`src/pls_pkg.sv`:
```
// Package for the proximity LED show controller: types, constants and helpers.
`default_nettype none
package pls_pkg;

  // Number of steps in the scanner sweep
  localparam int SCAN_STEPS_DEF = 6;

  // Register reset values
  localparam logic [10:0] BLINK_TICKS_RST = 11'd102;
  localparam logic [13:0] LOW_LIMIT_RST   = 14'h1ff8;

  // Dwell counts selected by the dip switches, highest switch first
  localparam logic [10:0] DWELL_SW3 = 11'd1221;
  localparam logic [10:0] DWELL_SW2 = 11'd916;
  localparam logic [10:0] DWELL_SW1 = 11'd610;
  localparam logic [10:0] DWELL_SW0 = 11'd305;

  // LED bits driven by the battery check and the blink show
  localparam logic [3:0] LED_LOWBAT = 4'h1;
  localparam logic [3:0] LED_HEART  = 4'h2;
  localparam logic [3:0] LED_ALL    = 4'hf;

  // Configuration register index
  typedef enum logic [1:0] {
    CFG_BLINK_TICKS = 2'd0,
    CFG_LOW_LIMIT   = 2'd1
  } cfg_index_t;

  // Controller mode, also reported as mode_code
  typedef enum logic [2:0] {
    MODE_SENSING = 3'd0,
    MODE_SCANNER = 3'd1,
    MODE_BLINK   = 3'd2,
    MODE_CHECK   = 3'd3,
    MODE_REARM   = 3'd4
  } mode_t;

  // What the tick does to the LEDs
  typedef enum logic [1:0] {
    SHOW_NOTHING   = 2'd0,
    SHOW_SCANNER   = 2'd1,
    SHOW_BLINK     = 2'd2,
    SHOW_HANDS_OFF = 2'd3
  } show_t;

  // Battery check phase
  typedef enum logic [1:0] {
    CHK_START   = 2'd0,
    CHK_MEASURE = 2'd1,
    CHK_SETTLE  = 2'd2,
    CHK_FINISH  = 2'd3
  } check_phase_t;

  // Dwell count from the first set switch, searched from the top
  function automatic logic [10:0] dwell_from_switches(input logic [3:0] sw);
    logic [10:0] d;
    if (sw[3])      d = DWELL_SW3;
    else if (sw[2]) d = DWELL_SW2;
    else if (sw[1]) d = DWELL_SW1;
    else if (sw[0]) d = DWELL_SW0;
    else            d = 11'd0;
    return d;
  endfunction

  // Scanner pattern; the six-entry table repeats for longer sweeps
  function automatic logic [3:0] scan_leds(input logic [3:0] step);
    logic [3:0] l;
    case (step)
      4'd0, 4'd6, 4'd12:        l = 4'h8;
      4'd1, 4'd7, 4'd13:        l = 4'h4;
      4'd2, 4'd8, 4'd14:        l = 4'h2;
      4'd3, 4'd9, 4'd15:        l = 4'h1;
      4'd4, 4'd10:              l = 4'h2;
      default:                  l = 4'h4;
    endcase
    return l;
  endfunction

endpackage
`default_nettype wire

```
`src/pls_if.sv`:
```
// Channel interfaces: event input, result output and register write.
`default_nettype none
interface pls_in_if;
  logic        valid;
  logic        ready;
  logic        kind;
  logic        scan_done;
  logic        presence;
  logic [3:0]  dip_switches;
  logic        minute_event;
  logic        sampler_idle;
  logic [13:0] battery_sum;

  modport source (output valid, kind, scan_done, presence, dip_switches,
                  minute_event, sampler_idle, battery_sum, input ready);
  modport sink (input valid, kind, scan_done, presence, dip_switches,
                minute_event, sampler_idle, battery_sum, output ready);
endinterface

interface pls_out_if;
  logic       valid;
  logic       ready;
  logic [3:0] led_bits;
  logic       reference_on;
  logic       ticking;
  logic [2:0] mode_code;
  logic       low_battery;
  logic       restart_sensing;

  modport source (output valid, led_bits, reference_on, ticking, mode_code,
                  low_battery, restart_sensing, input ready);
  modport sink (input valid, led_bits, reference_on, ticking, mode_code,
                low_battery, restart_sensing, output ready);
endinterface

interface pls_cfg_if;
  logic        valid;
  logic        ready;
  logic [1:0]  index;
  logic [13:0] data;

  modport source (output valid, index, data, input ready);
  modport sink (input valid, index, data, output ready);
endinterface
`default_nettype wire

```
`src/proximity_led_show_controller_top.sv`:
```
// Proximity LED show controller: event decoder, show state and result register.
//
// Usage: every input word is a timer tick (kind 0) or a main-loop poll
// (kind 1). Each accepted word yields exactly one result word that carries
// the LED nibble, reference enable, timer state, mode, sticky low-battery
// flag and the restart-sensing pulse as they stand after that event.
// Registers are written over the cfg channel (index 0 blink_ticks, index 1
// battery_low_limit); the channel is always ready, unknown indexes are
// dropped. Write only while no result is pending.
// Latency: the result word is valid the cycle after the input word is
// accepted. Throughput: one word per cycle while the receiver takes each
// result, set by the single result register that the next-state logic feeds.
// Stall: while a result sits unread the input stays ready only if the
// receiver takes that result in the same cycle; otherwise input waits.
// Reset (rst, synchronous): mode re-arm, nothing shown, LEDs off, counters
// and flags clear, registers back to 102 and 0x1ff8, no result pending.
`default_nettype none
module proximity_led_show_controller_top #(
  parameter int SCAN_STEPS = pls_pkg::SCAN_STEPS_DEF
) (
  input  wire          clk,
  input  wire          rst,
  pls_in_if.sink       in_ch,
  pls_out_if.source    out_ch,
  pls_cfg_if.sink      cfg_ch
);

  localparam int SCAN_W = (SCAN_STEPS > 2) ? $clog2(SCAN_STEPS) : 1;
  localparam logic [SCAN_W-1:0] SCAN_LAST = SCAN_W'(SCAN_STEPS - 1);

  // Configuration registers
  logic [10:0] blink_ticks;
  logic [13:0] battery_low_limit;

  // Controller state
  pls_pkg::mode_t        mode, mode_next;
  pls_pkg::show_t        show, show_next;
  logic [10:0]           dwell_left, dwell_left_next;
  logic                  check_timer, check_timer_next;
  pls_pkg::check_phase_t check_phase, check_phase_next;
  logic [SCAN_W-1:0]     scan_step, scan_step_next;
  logic                  blink_phase, blink_phase_next;
  logic [3:0]            leds, leds_next;
  logic                  battery_flag, battery_flag_next;
  logic                  timer_on, timer_on_next;
  logic                  ref_on, ref_on_next;
  logic                  restart_next;

  // Result register
  logic               out_valid;
  logic               restart;

  logic in_fire;

  assign in_ch.ready  = !out_valid || out_ch.ready;
  assign in_fire      = in_ch.valid && in_ch.ready;
  assign cfg_ch.ready = 1'b1;

  // Register writes
  always_ff @(posedge clk) begin
    if (rst) begin
      blink_ticks       <= pls_pkg::BLINK_TICKS_RST;
      battery_low_limit <= pls_pkg::LOW_LIMIT_RST;
    end else if (cfg_ch.valid) begin
      unique case (cfg_ch.index)
        pls_pkg::CFG_BLINK_TICKS: blink_ticks       <= cfg_ch.data[10:0];
        pls_pkg::CFG_LOW_LIMIT:   battery_low_limit <= cfg_ch.data;
        default: ;
      endcase
    end
  end

  // Next state for one tick or poll
  always_comb begin
    mode_next         = mode;
    show_next         = show;
    dwell_left_next   = dwell_left;
    check_timer_next  = check_timer;
    check_phase_next  = check_phase;
    scan_step_next    = scan_step;
    blink_phase_next  = blink_phase;
    leds_next         = leds;
    battery_flag_next = battery_flag;
    timer_on_next     = timer_on;
    ref_on_next       = ref_on;
    restart_next      = 1'b0;

    if (!in_ch.kind) begin
      // Tick: only while the timer runs
      if (timer_on) begin
        unique case (show)
          pls_pkg::SHOW_SCANNER: begin
            leds_next      = pls_pkg::scan_leds(4'(scan_step));
            scan_step_next = (scan_step == SCAN_LAST) ? '0 : scan_step + 1'b1;
          end
          pls_pkg::SHOW_BLINK: begin
            leds_next        = blink_phase ? pls_pkg::LED_ALL : 4'h0;
            blink_phase_next = !blink_phase;
          end
          pls_pkg::SHOW_HANDS_OFF: ;
          default: leds_next = 4'h0;
        endcase
        if (dwell_left != 11'd0) dwell_left_next = dwell_left - 11'd1;
        check_timer_next = 1'b0;
      end
    end else begin
      // Poll: minute event first, then the mode acts
      if (in_ch.minute_event) begin
        mode_next     = pls_pkg::MODE_CHECK;
        show_next     = pls_pkg::SHOW_NOTHING;
        leds_next     = 4'h0;
        timer_on_next = 1'b1;
      end
      unique case (mode_next)
        pls_pkg::MODE_SENSING: begin
          if (in_ch.scan_done) begin
            if (in_ch.presence) begin
              timer_on_next   = 1'b1;
              show_next       = pls_pkg::SHOW_SCANNER;
              mode_next       = pls_pkg::MODE_SCANNER;
              dwell_left_next = pls_pkg::dwell_from_switches(in_ch.dip_switches);
            end else begin
              leds_next = 4'h0;
            end
          end
        end
        pls_pkg::MODE_SCANNER: begin
          if (dwell_left == 11'd0) begin
            mode_next       = pls_pkg::MODE_BLINK;
            dwell_left_next = blink_ticks;
            show_next       = pls_pkg::SHOW_BLINK;
          end
        end
        pls_pkg::MODE_BLINK: begin
          if (dwell_left == 11'd0) begin
            mode_next = pls_pkg::MODE_REARM;
            show_next = pls_pkg::SHOW_NOTHING;
            leds_next = 4'h0;
          end
        end
        pls_pkg::MODE_CHECK: begin
          if (in_ch.sampler_idle) begin
            restart_next = 1'b1;
            // Battery check sequencer
            unique case (check_phase)
              pls_pkg::CHK_START: begin
                show_next = pls_pkg::SHOW_HANDS_OFF;
                leds_next = leds_next | pls_pkg::LED_HEART;
                if (battery_flag) begin
                  leds_next        = leds_next | pls_pkg::LED_LOWBAT;
                  check_phase_next = pls_pkg::CHK_SETTLE;
                end else begin
                  ref_on_next      = 1'b1;
                  check_phase_next = pls_pkg::CHK_MEASURE;
                end
                check_timer_next = 1'b1;
              end
              pls_pkg::CHK_MEASURE: begin
                if (!check_timer) begin
                  if (in_ch.battery_sum >= battery_low_limit) battery_flag_next = 1'b1;
                  leds_next = leds_next & ~(pls_pkg::LED_LOWBAT | pls_pkg::LED_HEART);
                  check_timer_next = 1'b1;
                  check_phase_next = pls_pkg::CHK_SETTLE;
                end
              end
              pls_pkg::CHK_SETTLE: begin
                if (!check_timer) begin
                  check_phase_next = pls_pkg::CHK_FINISH;
                  check_timer_next = 1'b1;
                  ref_on_next      = 1'b0;
                end
              end
              default: begin
                // Finish
                if (!check_timer) begin
                  check_phase_next = pls_pkg::CHK_START;
                  mode_next        = pls_pkg::MODE_REARM;
                  show_next        = pls_pkg::SHOW_NOTHING;
                  leds_next        = 4'h0;
                end
              end
            endcase
          end
        end
        default: begin
          // Re-arm
          timer_on_next = 1'b0;
          restart_next  = 1'b1;
          mode_next     = pls_pkg::MODE_SENSING;
        end
      endcase
    end
  end

  // State update on each accepted word
  always_ff @(posedge clk) begin
    if (rst) begin
      mode         <= pls_pkg::MODE_REARM;
      show         <= pls_pkg::SHOW_NOTHING;
      dwell_left   <= '0;
      check_timer  <= 1'b0;
      check_phase  <= pls_pkg::CHK_START;
      scan_step    <= '0;
      blink_phase  <= 1'b0;
      leds         <= '0;
      battery_flag <= 1'b0;
      timer_on     <= 1'b0;
      ref_on       <= 1'b0;
    end else if (in_fire) begin
      mode         <= mode_next;
      show         <= show_next;
      dwell_left   <= dwell_left_next;
      check_timer  <= check_timer_next;
      check_phase  <= check_phase_next;
      scan_step    <= scan_step_next;
      blink_phase  <= blink_phase_next;
      leds         <= leds_next;
      battery_flag <= battery_flag_next;
      timer_on     <= timer_on_next;
      ref_on       <= ref_on_next;
    end
  end

  // Result word valid flag and restart pulse
  always_ff @(posedge clk) begin
    if (rst) begin
      out_valid <= 1'b0;
    end else if (in_fire) begin
      out_valid <= 1'b1;
    end else if (out_ch.ready) begin
      out_valid <= 1'b0;
    end
  end

  always_ff @(posedge clk) begin
    if (rst) begin
      restart <= 1'b0;
    end else if (in_fire) begin
      restart <= restart_next;
    end
  end

  // Result fields follow the state captured with the word
  assign out_ch.valid           = out_valid;
  assign out_ch.led_bits        = leds;
  assign out_ch.reference_on    = ref_on;
  assign out_ch.ticking         = timer_on;
  assign out_ch.mode_code       = mode;
  assign out_ch.low_battery     = battery_flag;
  assign out_ch.restart_sensing = restart;

endmodule
`default_nettype wire

```
`src/flat_wrapper.sv`:
```
// flat-port wrapper written by rule: the top's interface ports become plain ports
module proximity_led_show_controller_top_flat 
#(
  parameter int SCAN_STEPS = pls_pkg::SCAN_STEPS_DEF
)
  (clk, rst, in_ch_valid, in_ch_kind, in_ch_scan_done, in_ch_presence, in_ch_dip_switches, in_ch_minute_event, in_ch_sampler_idle, in_ch_battery_sum, in_ch_ready, out_ch_valid, out_ch_led_bits, out_ch_reference_on, out_ch_ticking, out_ch_mode_code, out_ch_low_battery, out_ch_restart_sensing, out_ch_ready, cfg_ch_valid, cfg_ch_index, cfg_ch_data, cfg_ch_ready);
  pls_in_if in_ch_i ();
  pls_out_if out_ch_i ();
  pls_cfg_if cfg_ch_i ();
  input  wire clk;
  input  wire rst;
  input wire logic [$bits(in_ch_i.valid)-1:0] in_ch_valid;
  input wire logic [$bits(in_ch_i.kind)-1:0] in_ch_kind;
  input wire logic [$bits(in_ch_i.scan_done)-1:0] in_ch_scan_done;
  input wire logic [$bits(in_ch_i.presence)-1:0] in_ch_presence;
  input wire logic [$bits(in_ch_i.dip_switches)-1:0] in_ch_dip_switches;
  input wire logic [$bits(in_ch_i.minute_event)-1:0] in_ch_minute_event;
  input wire logic [$bits(in_ch_i.sampler_idle)-1:0] in_ch_sampler_idle;
  input wire logic [$bits(in_ch_i.battery_sum)-1:0] in_ch_battery_sum;
  output wire logic [$bits(in_ch_i.ready)-1:0] in_ch_ready;
  output wire logic [$bits(out_ch_i.valid)-1:0] out_ch_valid;
  output wire logic [$bits(out_ch_i.led_bits)-1:0] out_ch_led_bits;
  output wire logic [$bits(out_ch_i.reference_on)-1:0] out_ch_reference_on;
  output wire logic [$bits(out_ch_i.ticking)-1:0] out_ch_ticking;
  output wire logic [$bits(out_ch_i.mode_code)-1:0] out_ch_mode_code;
  output wire logic [$bits(out_ch_i.low_battery)-1:0] out_ch_low_battery;
  output wire logic [$bits(out_ch_i.restart_sensing)-1:0] out_ch_restart_sensing;
  input wire logic [$bits(out_ch_i.ready)-1:0] out_ch_ready;
  input wire logic [$bits(cfg_ch_i.valid)-1:0] cfg_ch_valid;
  input wire logic [$bits(cfg_ch_i.index)-1:0] cfg_ch_index;
  input wire logic [$bits(cfg_ch_i.data)-1:0] cfg_ch_data;
  output wire logic [$bits(cfg_ch_i.ready)-1:0] cfg_ch_ready;
  assign in_ch_i.valid = in_ch_valid;
  assign in_ch_i.kind = in_ch_kind;
  assign in_ch_i.scan_done = in_ch_scan_done;
  assign in_ch_i.presence = in_ch_presence;
  assign in_ch_i.dip_switches = in_ch_dip_switches;
  assign in_ch_i.minute_event = in_ch_minute_event;
  assign in_ch_i.sampler_idle = in_ch_sampler_idle;
  assign in_ch_i.battery_sum = in_ch_battery_sum;
  assign in_ch_ready = in_ch_i.ready;
  assign out_ch_valid = out_ch_i.valid;
  assign out_ch_led_bits = out_ch_i.led_bits;
  assign out_ch_reference_on = out_ch_i.reference_on;
  assign out_ch_ticking = out_ch_i.ticking;
  assign out_ch_mode_code = out_ch_i.mode_code;
  assign out_ch_low_battery = out_ch_i.low_battery;
  assign out_ch_restart_sensing = out_ch_i.restart_sensing;
  assign out_ch_i.ready = out_ch_ready;
  assign cfg_ch_i.valid = cfg_ch_valid;
  assign cfg_ch_i.index = cfg_ch_index;
  assign cfg_ch_i.data = cfg_ch_data;
  assign cfg_ch_ready = cfg_ch_i.ready;
  proximity_led_show_controller_top #(.SCAN_STEPS(SCAN_STEPS)) u_core (.clk(clk), .rst(rst), .in_ch(in_ch_i), .out_ch(out_ch_i), .cfg_ch(cfg_ch_i));
endmodule
```
`config.mk`:
```
export PLATFORM = sky130hd
export DESIGN_NAME = proximity_led_show_controller_top_flat
export DESIGN_NICKNAME = d
export VERILOG_FILES = /design/src/pls_pkg.sv /design/src/pls_if.sv /design/src/proximity_led_show_controller_top.sv /design/src/flat_wrapper.sv
export SDC_FILE = /design/constraint.sdc
export NUM_CORES = 1
export LEC_CHECK = 0
export BUFFER_PORTS_ARGS = -buffer_cell sky130_fd_sc_hd__clkbuf_2
export CORE_ASPECT_RATIO = 1.25
export CORE_MARGIN = 2
export CORE_UTILIZATION = 42
export CTS_CLUSTER_SIZE = 12
export DETAILED_ROUTE_END_ITERATION = 12
export PLACE_DENSITY_LB_ADDON = 0.15
export RECOVER_POWER = 100
export SYNTH_ARGS = -nofsm -noshare
export SYNTH_HDL_FRONTEND = slang
export SYNTH_SLANG_ARGS = --single-unit
```
`constraint.sdc`:
```
create_clock -name clk -period 2.2 [get_ports clk]
set_input_delay 0.44 -clock clk [delete_from_list [all_inputs] [get_ports clk]]
set_output_delay 0.44 -clock clk [all_outputs]
set_load 0.01 [all_outputs]
```
==> reports/metrics.csv <==
metric,value,unit
status,"finished, final reports clean",
crit_path_start,u_core.dwell_left[0],
postCtsHoldBufs,0,
layout.nets,604,
worstPathArrival,2.24,ns
path_depth,8,
coreArea,8606,µm²
vias,3618,
tightestPinTransition,0.9548,ns
fin_crit_sh,88.54,%
grt_pass1_wl,16.24,mm
synth_edf_count,0,
finish.cell_count_without_fillers,661,
seq_area_frac_synth,31.00,%
synth_adder_area_share,8.158,%
power_density,577.0,nW/µm²
die_y,108.7,µm
synth_warnings,0,
numPlacedInstances,645,
skew,0.01069,ns
p_total,2.462,mW
async_flop_share,0,%
path_max_fanout,7,
boundaryPins,58,
pre_cts_slack,0.2673,ns
timing.rr.start,u_core.dwell_left[0],
post-dp-hpwl,7.306,mm
hold_class,in -> reg,
drive_above_1_share,16.82,%
cpLargestDelayFamily,simple AND/OR/NAND/NOR gates,
post-route-min-period,1.948,ns
setup_viol,0,
grt_pass1_vias,3423,
antenna_cells,0,
slowest_delay,0.37,ns
syn_area_per_cell,7.669,µm²
r2r_end,u_core.dwell_left[0],
vdd_drop_max,276.1,µV
viasPerCell,5.474,
syn-num-nets,548,
gr-total-overflow,0,
tns,0,ns
r2r_slack,0.25,ns
rsz0062_at_grt,false,
synthCells,480,
insertion_delay,0.35,ns
clock_sinks,57,
io_buffers,56,
cap_violations,0,
final-max-slew-violation-count,0,
ys_types,66,
cts_buffers,9,
cts-root-buf,clkbuf_8,
path_clk_slew,0.08,ns
cp_num_buf_inv,2,
cp-end-kind,flip-flop,
first_pass_iters,5,
grt_antenna_before_repair,0,
hold_viol_final,0,
synth_top_family_by_area,compound AO/OA/AOI/OAI gates,
clock.fmax,513.4,MHz
multi_input_area,2236,µm²
place_congestion,0.8860,
synth_seq_cells,57,
drc,0,
synthFlopType,dfxtp_1,
r2r.worst_path.cells,8,
die_area,9534,µm²
worst_setup_path_start_kind,flip-flop,
cts_max_level,3,
postLayoutCoreUtil,49.58,%
die_w,87.74,µm
setup.worst_path.end,u_core.dwell_left[0],
cp_data_required_time,2.49,ns
synth_compound_area_share,25.39,%
finalWirelength,9.788,mm
grt_max_degree,25,
postPlaceCellArea,4085,µm²
relSlewSlack,36.35,%
regArea,1141,µm²
holdPathStages,3,
rows,38,
setup_ws,0.2522,ns
cp_cell_sequence,inv_1 -> ha_1 -> nor3b_2 -> nand4_1 -> a21oi_4 -> clkbuf_2 -> nand3_1 -> a21oi_1,
crit_type,reg -> reg,
start_util,42.77,%
clk_path_buf_depth,2,
synthXorXnorAreaFrac,0.7138,%
slowest_stage,dfxtp_1,
cts_tree,yes,
synth_area,3681,µm²
grt_usage,21.59,%
n_fill_cell,897,
leakagePower,1.784,nW
synthSimpleGateAreaFrac,25.36,%
hold_ws,0.3077,ns
drtIter0Drc,252,
synthMuxAreaShare,0.8158,%
wl_per_cell,14.81,µm
antenna_left,0,
area_growth_syn_to_layout,15.91,%
final_cell_area,4267,µm²
[sequential cells by signal, indices dropped and copies added (netlist names), 2 cells and up]
| register | cells |
|---|---|
| u_core.battery_low_limit | 14 |
| u_core.show | 2 |
| u_core.blink_ticks | 11 |
| u_core.scan_step | 3 |
| u_core.out_ch.led_bits | 4 |
| u_core.out_ch.mode_code | 3 |
| u_core.check_phase | 2 |
| u_core.dwell_left | 11 |
[layout by cell type, fill, tap and decap left out, drive strengths merged, types with 4 or more instances in the layout]
| cell type | synthesis | layout |
|---|---|---|
| nor4 | 5 | 5 |
| a21o | 6 | 6 |
| nand4 | 4 | 4 |
| or3 | 4 | 4 |
| o211ai | 17 | 17 |
| buf | 9 | 17 |
| nand3b | 4 | 4 |
| a31oi | 11 | 11 |
| a221oi | 4 | 4 |
| a211oi | 7 | 7 |
| nand2 | 74 | 74 |
| nand2b | 9 | 9 |
| nand3 | 16 | 16 |
| nor2 | 26 | 26 |
| o22ai | 8 | 8 |
| inv | 34 | 35 |
| o21ai | 17 | 17 |
| dfxtp | 57 | 57 |
| and3 | 6 | 6 |
| nor2b | 10 | 10 |
| clkbuf | 23 | 69 |
| ha | 24 | 24 |
| nor3 | 8 | 8 |
| a21oi | 51 | 51 |
[cells in the mapped netlist (3+ instances only)]
library cell	count	share of area (%)
a211oi_1	7	1.4
a21o_1	5	1.0
a21oi_1	50	6.8
a31oi_1	11	1.9
a32o_1	3	0.82
and3_1	6	1.0
buf_4	3	0.61
buf_6	5	1.5
clkbuf_1	21	2.1
dfxtp_1	57	31
ha_1	24	8.2
inv_1	34	3.5
mux2i_1	3	0.82
nand2_1	74	7.5
nand2b_1	9	1.5
nand3_1	16	2.2
nand3b_1	4	0.82
nand4_1	4	0.68
nor2_1	25	2.5
nor2b_1	10	1.7
nor3_1	8	1.1
nor4_1	4	0.68
o211ai_1	17	3.5
o21ai_0	17	2.3
o22ai_1	8	1.4
or2_2	3	0.51
or3_1	4	0.68
[where the power goes]
part | internal, mW | switching [mW]
clock network | 0.531 | 0.491
registers | 1.06 | 0.0292
logic | 0.143 | 0.203
total | 1.74 | 0.723
[worst register-to-register path: stages (launching register included)]
cell	delay (ns)
dfxtp_1	0.37
inv_1	0.08
ha_1	0.18
nor3b_2	0.27
nand4_1	0.25
a21oi_4	0.32
clkbuf_2	0.20
nand3_1	0.08
a21oi_1	0.14
[metal layers]
metal,vias to the layer above,share of wire (%),track usage [%]
li1,1828,-,-
met1,1669,45,27.64
met2,98,48,34.85
met3,23,4.7,4.921
met4,0,2.5,8.791
met5,-,0,0
[worst min-delay path by stage]
stage                                         end  slack [ns]                          start
detailed placement  u_core.out_ch.restart_sensing        0.45  u_core.out_ch.restart_sensing
floorplan            u_core.battery_low_limit[13]        0.44   u_core.battery_low_limit[13]
finish               u_core.battery_low_limit[12]        0.31                cfg_ch_data[12]
global route         u_core.battery_low_limit[12]        0.32                cfg_ch_data[12]
global placement    u_core.out_ch.restart_sensing        0.44  u_core.out_ch.restart_sensing
CTS                  u_core.battery_low_limit[12]        0.30                cfg_ch_data[12]
[logic make-up (layout without fill, tap and decap cells)]
group / after synthesis / count (layout)
adders and majority gates: 24 / 24
xor gates and xnor gates: 3 / 3
buffers and inverters: 66 / 127
other: 1 / 1
and+or+nand+nor: 183 / 183
AOI/OAI and AO/OA: 143 / 143
DFF: 57 / 57
muxes: 3 / 3
[cell type report]
type                    count  share of cell area (%)
repair buffers             77                   9.560
clock buffers               9                   2.903
clock inverters             7                   1.877
flip-flops and latches     57                   26.74
well taps                 120                   3.519
inverters                  34                   2.991
multi-input cells         357                   52.40
[repair_timing]
action,4_1_cts,5_1_grt
buffers inserted,0,0
hold endpoints to repair,0,0
endpoints found under the setup margin,0,6
gates resized for setup,0,1
No activity file was read; power rests on OpenSTA's default activity.
